## config.mk

```make
export PLATFORM = sky130hd
export DESIGN_NAME = rbb_row_ctrl
export DESIGN_NICKNAME = d
export VERILOG_FILES = /design/src/design/rbb_pkg.sv /design/src/design/rbb_row_ctrl.sv
export SDC_FILE = /design/constraint.sdc
export NUM_CORES = 1
export LEC_CHECK = 0
export ABC_AREA = 1
export BUFFER_PORTS_ARGS = -buffer_cell sky130_fd_sc_hd__buf_2
export CAP_MARGIN = 20
export CORE_ASPECT_RATIO = 2
export CORE_MARGIN = 10
export CORE_UTILIZATION = 45
export CTS_BUF_LIST = sky130_fd_sc_hd__clkbuf_16
export DETAILED_ROUTE_END_ITERATION = 8
export PLACE_DENSITY_LB_ADDON = 0.1
export RECOVER_POWER = 100
export SLEW_MARGIN = 20
export SYNTH_ARGS = -nofsm -noshare
export SYNTH_HDL_FRONTEND = slang
export SYNTH_SLANG_ARGS = --single-unit
```

## constraint.sdc

```tcl
create_clock -name clock -period 8.3 [get_ports clock]
set_input_delay 0.415 -clock clock [delete_from_list [all_inputs] [get_ports clock]]
set_output_delay 0.415 -clock clock [all_outputs]
set_load 0.05 [all_outputs]
```

## src/design/rbb_pkg.sv

```systemverilog
`timescale 1ns / 1ps
// rbb_pkg: shared constants, types and helpers for the raw12 bayer binning block
// no dependencies

package rbb_pkg;

   // line store depth, one entry per column
   localparam int MAX_GROUPS = 2048;
   localparam int COL_W      = $clog2(MAX_GROUPS);

   // field widths
   localparam int GROUP_W = 24;
   localparam int PIX_W   = 8;
   localparam int PAIR_W  = 2 * PIX_W;
   localparam int GPR_W   = 12;

   // row length register after reset
   localparam logic [GPR_W-1:0] GPR_RESET = GPR_W'(2048);

   // width wide enough for both the register and the store depth
   localparam int LEN_W = (GPR_W > COL_W + 1) ? GPR_W : COL_W + 1;

   // column position handed from the row control to the datapath
   typedef struct packed {
      logic [COL_W-1:0] col;
      logic             last;
      logic             odd;
   } rbb_pos_type;

   // index of the last column, with a zero length acting as one
   // and an oversized length clamped to the store depth
   function automatic logic [COL_W-1:0] last_col(input logic [GPR_W-1:0] gpr);
      logic [LEN_W-1:0] len;
      logic [LEN_W-1:0] len_m1;
      len = LEN_W'(gpr);
      if (len == '0) begin
         len = LEN_W'(1);
      end
      if (len > LEN_W'(MAX_GROUPS)) begin
         len = LEN_W'(MAX_GROUPS);
      end
      len_m1 = len - LEN_W'(1);
      return len_m1[COL_W-1:0];
   endfunction

endpackage

```

## src/design/rbb_row_ctrl.sv

```systemverilog
`timescale 1ns / 1ps
// rbb_row_ctrl: row length register, column counter and row phase
// depends on rbb_pkg

module rbb_row_ctrl
   import rbb_pkg::*;
(
   input  logic             clock,
   input  logic             reset,
   input  logic             csr_write_en,
   input  logic [GPR_W-1:0] csr_write_data,
   input  logic             advance,
   output rbb_pos_type      pos
);

   logic [GPR_W-1:0] gpr_ff, gpr_in;
   logic [COL_W-1:0] col_ff, col_in;
   logic             odd_ff, odd_in;
   logic             last;

   assign last = (col_ff >= last_col(gpr_ff));

   always_comb begin
      gpr_in = csr_write_en ? csr_write_data : gpr_ff;
      col_in = col_ff;
      odd_in = odd_ff;
      if (advance) begin
         if (last) begin
            col_in = '0;
            odd_in = ~odd_ff;
         end else begin
            col_in = col_ff + COL_W'(1);
         end
      end
   end

   always_ff @(posedge clock) begin
      if (reset) begin
         gpr_ff <= GPR_RESET;
         col_ff <= '0;
         odd_ff <= 1'b0;
      end else begin
         gpr_ff <= gpr_in;
         col_ff <= col_in;
         odd_ff <= odd_in;
      end
   end

   assign pos.col  = col_ff;
   assign pos.last = last;
   assign pos.odd  = odd_ff;

endmodule

```

==> results.sh, run 1 <==
export IMPL_worstSetupPathType="flop to output port"
export IMPL_holdBufCountCts=0
export IMPL_crit_family="simple AND/OR/NAND/NOR gates"
export IMPL_cp_num_buf_inv=1
export IMPL_power_density_nw_per_um2=158
export IMPL_clock_sinks=24
export IMPL_numCtsBuffers=3
export IMPL_startpoint_type="flop"
export IMPL_final_common_cell="nand2_1"
export IMPL_total_power_mw=0.289
export IMPL_drt_iter0_drc=10
export IMPL_synth_fp_nets=276
export IMPL_path_max_fanout=17
export IMPL_synth_edf_count=0
export IMPL_layout_worst_path_cycle_share_pct=53.0
export IMPL_crit_start="gpr_ff[3]$_SDFFE_PP0P_"
export IMPL_dpl_cell_area_sq_um=1790
export IMPL_die_w_microns=62.8
export IMPL_fin_crit_ns=4.40
export IMPL_ys_seq_area_share_pct=29.2
export IMPL_fin_util_pct=51.1
export IMPL_crit_slowest_cell="a21boi_0"
export IMPL_wl_per_cell_microns=11.7
export IMPL_p_leak_nw=0.869
export IMPL_fillers=427
export IMPL_wl_microns=3750
export IMPL_drv_slew=0
export IMPL_vias=1567
export IMPL_ys_dominant_reg_cell="dfxtp_1"
export IMPL_relSlewSlack_pct=46.5
export IMPL_overflow=0
export IMPL_die_h_microns=106
export IMPL_cp_arrival_ns=3.99
export IMPL_antenna_found_initial=0
export IMPL_antenna_cells=0
export IMPL_grt_use_total_pct=11.9
export IMPL_regToRegEndpoint="col_ff[0]$_SDFFE_PP0P_"
export IMPL_grt_max_degree=18
export IMPL_die_area_sq_um=6620
export IMPL_cts_resized=0
export IMPL_critPathRequiredTime_ns=7.89
export IMPL_reg2reg_from="gpr_ff[3]$_SDFFE_PP0P_"
export IMPL_first_global_vias=1585
export IMPL_root_buffer="clkbuf_16"
export IMPL_ant_nets=0
export IMPL_viasPerCell=4.90
export IMPL_reg2reg_depth=19
export IMPL_port_buffers=28
export IMPL_syn_area_per_cell_sq_um=6.66
export IMPL_synthesis_area_sq_um=1650
export IMPL_rows=31
export IMPL_path_cells="nor2_1, nand2_1, nor2_1, nand2_2, nand2_1, nand2_1, ha_1, a21boi_0, nand3_1, nand2_1, nand2_1, ha_1, nand2_1, nor2_1, and2_0, nand2_1, nand4_1, clkbuf_1"
export IMPL_ioPinCount=29
export IMPL_ys_warn_count=0
export IMPL_htreeDepth=1
export IMPL_hp_start="reset"
export IMPL_clk_pin_slew_worst_paths_ns=0.06
export IMPL_finalHoldViolCount=0
export IMPL_setup_viol=0
export IMPL_ir_drop_uv=120
export IMPL_initial_core_util_pct=46.1
export IMPL_worstSetupEndpointType="output port"
export IMPL_core_area_sq_um=3570
export IMPL_r2r_slack_ns=4.43
export IMPL_clk_latency_ns=0.26
export IMPL_syn_inst=247
export IMPL_cts_tree="yes"
export IMPL_dp_hpwl_microns=3150
export IMPL_rsz0062_at_grt="no"
export IMPL_path_common_cell="nand2_1"
export IMPL_fmax_mhz=227
export IMPL_design_area_sq_um=1820
export IMPL_postCtsSetupRepairBufs=0
export IMPL_ys_ff_latch=24
export IMPL_drive_gt1_share_pct=8.86
export IMPL_grt_pass1_wl_microns=6600
export IMPL_min_delay_path_depth=2
export IMPL_cpPeakStageDelay_ns=0.66
export IMPL_drv_cap=0
export IMPL_final_cell_mix="nand2_1 (62), nor2_1 (46), inv_1 (25)"
export IMPL_hp_class="input pin to flop"
export IMPL_tightest_slew_ns=0.795
export IMPL_drc_errors=0
export IMPL_gp_congestion=0.789
export IMPL_setup_tns_ns=0
export IMPL_nets=302
export IMPL_synth_async_sr_flop_share_pct=0
export IMPL_clock_path_buffers=2
export IMPL_fin_skew_ns=0.00365
export IMPL_dr_pass1_iters=4
export IMPL_syn_to_final_growth_pct=10.9
export IMPL_outcome="complete, no violations"
export IMPL_synthDistinctLibCells=30
export IMPL_holdPathEnd="col_ff[1]$_SDFFE_PP0P_"
stage by stage:
step	setup slack [ns]	instances	hold WS [ns]
floorplan	5.41	247	0.454
global placement	5.10	317	0.484
detailed placement	5.04	317	0.487
CTS	4.76	320	0.343
global route	3.42	320	0.347
finish	3.90	320	0.345
report_power, final:
part / switching [mW] / total (mW) / internal, mW
registers: 0.00575 / 0.126 / 0.120
clock network: 0.0410 / 0.105 / 0.0638
logic: 0.0367 / 0.0583 / 0.0216
registers in the layout, summed over array words and instances, names as in the netlist:
name,cells
col_ff,11
gpr_ff,12
odd_ff,1
synth_stat cells (3+ instances only):
cell type	n	area share, %
a21oi_1	11	3.3
buf_6	3	2.1
dfxtp_1	24	29
ha_1	13	9.9
inv_1	25	5.7
nand2_1	60	14
nand2_2	4	1.5
nand3_1	9	2.7
nand4_1	4	1.5
nor2_1	45	10
o21ai_0	18	5.5
xnor2_1	4	2.1
xor2_1	5	2.7
worst max path at each step:
stage / end / slack [ns] / cells after the start
floorplan: pos[1] / 5.41 / 19
global placement: pos[1] / 5.10 / 18
detailed placement: pos[1] / 5.04 / 18
CTS: pos[1] / 4.76 / 18
global route: pos[1] / 3.42 / 18
finish: pos[1] / 3.90 / 18
layout make-up:
type	instances	area (sq um)	area share (%)
Sequential cell	24	480	26.3
Timing Repair Buffer	28	123	6.72
Tap cell	49	61.3	3.36
Multi-Input combinational cell	190	987	54.1
Inverter	26	97.6	5.35
Clock buffer	3	75.1	4.12
logic make-up after synthesis:
logic type | count (synthesis) | synth area share [%]
simple gates | 131 | 33.5
xor+xnor | 9 | 4.79
flops | 24 | 29.2
fa+ha+maj | 13 | 9.89
buf+inv | 33 | 9.35
compound gates | 37 | 13.2
per-layer routing:
metal / global-route usage, % / part of all wire [%]
met1: 10.3 / 37
met2: 24.3 / 57
met3: 2.65 / 3.4
met4: 5.47 / 2.7
met5: 0 / 0
Note: power is estimated with default switching activity, not from simulation.
==> run 2: changes to the inputs <==
--- a/config.mk
+++ b/config.mk
@@ -5,7 +5,7 @@
 export SDC_FILE = /design/constraint.sdc
 export NUM_CORES = 1
 export LEC_CHECK = 0
-export ABC_AREA = 1
+export ABC_AREA = 0
 export BUFFER_PORTS_ARGS = -buffer_cell sky130_fd_sc_hd__buf_2
 export CAP_MARGIN = 20
 export CORE_ASPECT_RATIO = 2
==> constraint.sdc (replaced) <==
create_clock -name clock -period 4.5 [get_ports clock]
set_input_delay 0.225 -clock clock [delete_from_list [all_inputs] [get_ports clock]]
set_output_delay 0.225 -clock clock [all_outputs]
set_load 0.05 [all_outputs]
==> run 2 against run 1 <==
Non-clock buffer count unchanged. Sequential power increased by 87%. Hold slack got worse by 0.17 ns. Highest routed layer unchanged.
==> results.sh, run 2 <==
export IMPL_outcome="complete, no violations"
export IMPL_wl_per_cell_microns=15.5
export IMPL_total_power_mw=0.527
export IMPL_rsz0062_at_grt="no"
export IMPL_regMostFlops="gpr_ff"
export IMPL_ioPinCount=29
export IMPL_reg2reg_depth=14
export IMPL_worstSetupEndpointType="output port"
export IMPL_port_buffers=28
export IMPL_design_area_sq_um=1810
export IMPL_die_h_microns=104
export IMPL_synthDistinctLibCells=44
export IMPL_ir_drop_uv=196
export IMPL_synth_fp_nets=218
export IMPL_hp_class="input pin to flop"
export IMPL_grt_max_degree=20
export IMPL_cp_depth=14
export IMPL_cp_num_buf_inv=1
export IMPL_htreeDepth=1
export IMPL_power_density_nw_per_um2=290
export IMPL_overflow=0
export IMPL_rows=30
export IMPL_p_leak_nw=0.738
export IMPL_post_place_ws_ns=1.03
export IMPL_drc_errors=0
export IMPL_relSlewSlack_pct=42.6
export IMPL_dr_pass1_iters=6
export IMPL_worst_slack_ns=0.543
export IMPL_syn_area_per_cell_sq_um=8.48
export IMPL_synth_area_leaders="dfxtp_1 (30%), ha_1 (10%), mux2i_1 (6.9%)"
export IMPL_p_comb_share_pct=17.9
export IMPL_clk_pin_slew_worst_paths_ns=0.06
export IMPL_synthesis_area_sq_um=1600
export IMPL_tightest_slew_ns=0.861
export IMPL_setup_tns_ns=0
export IMPL_synthTopCellsByCount="dfxtp_1 (24), nor2_1 (23), nand2_1 (17)"
export IMPL_numCtsBuffers=3
export IMPL_endpoint="pos[1]"
export IMPL_dpl_cell_area_sq_um=1760
export IMPL_finalHoldViolCount=0
export IMPL_setup_viol=0
export IMPL_antenna_found_initial=0
export IMPL_crit_family="compound AO/OA/AOI/OAI gates"
export IMPL_die_w_microns=62.2
export IMPL_drv_cap=0
export IMPL_wl_microns=4040
export IMPL_synthSimpleGateAreaFrac_pct=23.3
export IMPL_reg_top3="gpr_ff x12, col_ff x11, odd_ff x1"
export IMPL_synth_compound_area_share_pct=20.4
export IMPL_grt_pass1_wl_microns=6840
export IMPL_core_area_sq_um=3420
export IMPL_clock_path_buffers=2
export IMPL_synth_edf_count=0
export IMPL_synth_async_sr_flop_share_pct=0
export IMPL_ys_ff_latch=24
export IMPL_synth_fa_ha_area_share_pct=10.1
export IMPL_gp_congestion=0.967
export IMPL_cpPeakStageDelay_ns=0.55
export IMPL_viasPerCell=5.61
export IMPL_clk_latency_ns=0.26
export IMPL_yosysMostFrequentCell="dfxtp_1"
export IMPL_pwr_share_seq_pct=44.6
export IMPL_internal_power_mw=0.380
export IMPL_switchingPower_mw=0.147
export IMPL_startpoint_type="flop"
export IMPL_critPathRequiredTime_ns=4.28
export IMPL_cts_tree="yes"
export IMPL_fmax_mhz=253
export IMPL_postCtsSetupRepairBufs=0
export IMPL_synth_xor_area_share_pct=4.92
export IMPL_syn_inst=189
export IMPL_root_buffer="clkbuf_16"
export IMPL_crit_start="gpr_ff[3]$_SDFFE_PP0P_"
export IMPL_vias=1458
export IMPL_fin_crit_ns=3.96
export IMPL_dp_hpwl_microns=3250
export IMPL_drive_gt1_share_pct=10.8
export IMPL_synthMuxAreaShare_pct=7.57
export IMPL_drv_slew=0
export IMPL_ys_warn_count=0
export IMPL_cts_resized=0
export IMPL_path_max_fanout=10
export IMPL_ys_dominant_reg_cell="dfxtp_1"
export IMPL_initial_core_util_pct=46.9
export IMPL_path_cells="nor3_4, nand3b_2, nor2_1, o21ai_1, ha_1, o21ai_0, o21ai_0, a21oi_1, ha_1, a21oi_1, o221ai_1, a31oi_1, o21bai_1, clkbuf_2"
export IMPL_switching_share_pct=27.8
export IMPL_die_area_sq_um=6490
export IMPL_final_cell_mix="nor2_1 (24), dfxtp_1 (24), nand2_1 (17)"
export IMPL_clock_sinks=24
export IMPL_synth_top_family_by_area="simple AND/OR/NAND/NOR gates"
export IMPL_regToRegEndpoint="odd_ff$_SDFFE_PP0P_"
export IMPL_cp_arrival_ns=3.73
export IMPL_crit_slowest_cell="a31oi_1"
export IMPL_layout_worst_path_cycle_share_pct=87.9
export IMPL_antenna_cells=0
export IMPL_drt_iter0_drc=24
export IMPL_worstSetupPathType="flop to output port"
export IMPL_holdBufCountCts=0
export IMPL_ant_nets=0
export IMPL_largest_reg_flops=12
export IMPL_grt_use_total_pct=12.6
export IMPL_ys_seq_area_share_pct=30.0
export IMPL_syn_to_final_growth_pct=13.1
export IMPL_yosysTopAreaCellShare_pct=30.0
export IMPL_pwr_share_clk_pct=37.5
export IMPL_fin_skew_ns=0.00192
export IMPL_reg2reg_from="gpr_ff[3]$_SDFFE_PP0P_"
export IMPL_first_global_vias=1450
export IMPL_nets=242
export IMPL_yosysTopAreaCell="dfxtp_1"
export IMPL_r2r_slack_ns=0.64
-- run 2: cell count changes after synthesis, sizes merged, moves of 5 or more --
| cell | change |
|---|---|
| a211oi | +8 |
| a31oi | +5 |
| inv | -22 |
| mux2i | +11 |
| nand2 | -48 |
| nor2 | -23 |
| o21ai | -12 |
-- run 2: kinds of logic after synthesis --
logic type	after synthesis
compound gates	45
xor+xnor	9
fa+ha+maj	13
buf+inv	13
flops	24
mux	12
simple gates	73
-- run 2: through the flow --
| step | hold slack, ns | utilization (%) | std cells |
|---|---|---|---|
| after global routing | 0.187 | 53.1 | 260 |
| after global placement | 0.441 | 51.5 | 256 |
| after floorplan | 0.297 | - | 189 |
| final | 0.180 | 53.1 | 260 |
| after CTS | 0.177 | 53.8 | 260 |
| after detailed placement | 0.450 | 51.5 | 256 |
-- run 2: worst min-delay path by stage --
stage	start	slack, ns	endpoint	cells after the start
3_3_place_gp	csr_write_data[11]	0.44	gpr_ff[11]$_SDFFE_PP1P_	3
6_report	csr_write_data[11]	0.18	gpr_ff[11]$_SDFFE_PP1P_	3
5_1_grt	csr_write_data[11]	0.19	gpr_ff[11]$_SDFFE_PP1P_	3
4_1_cts	csr_write_data[11]	0.18	gpr_ff[11]$_SDFFE_PP1P_	3
3_5_place_dp	csr_write_data[11]	0.45	gpr_ff[11]$_SDFFE_PP1P_	3
2_1_floorplan	reset	0.30	gpr_ff[2]$_SDFFE_PP0P_	1
-- run 2: final cells by class --
class | instances | area [sq um]
clock inverters | 1 | 3.75
fillers | 342 | 1600
inverters | 4 | 15.0
clock buffers | 3 | 75.1
repair buffers | 28 | 124
well taps | 48 | 60.1
flip-flops and latches | 24 | 480
multi-input cells | 152 | 1050
-- run 2: worst min-delay path: stages --
cell and delay (ns):
buf_2 0.07, nand2_1 0.04, o211ai_1 0.07
-- run 2: per-layer routing --
layer	vias to the layer above	track usage (%)	routed length, microns
met5	-	0	0
met4	0	7.73	96
met3	7	2.37	129
met2	30	23.6	2300
met1	684	12.0	1520
li1	737	-	-
-- run 2: power groups by stage --
stage	registers (mW)	clock network (mW)	logic (mW)
floorplan	0.240	0	0.0710
global placement	0.239	0	0.0949
detailed placement	0.240	0	0.0960
CTS	0.235	0.202	0.0964
global route	0.237	0.208	0.108
finish	0.235	0.197	0.0945
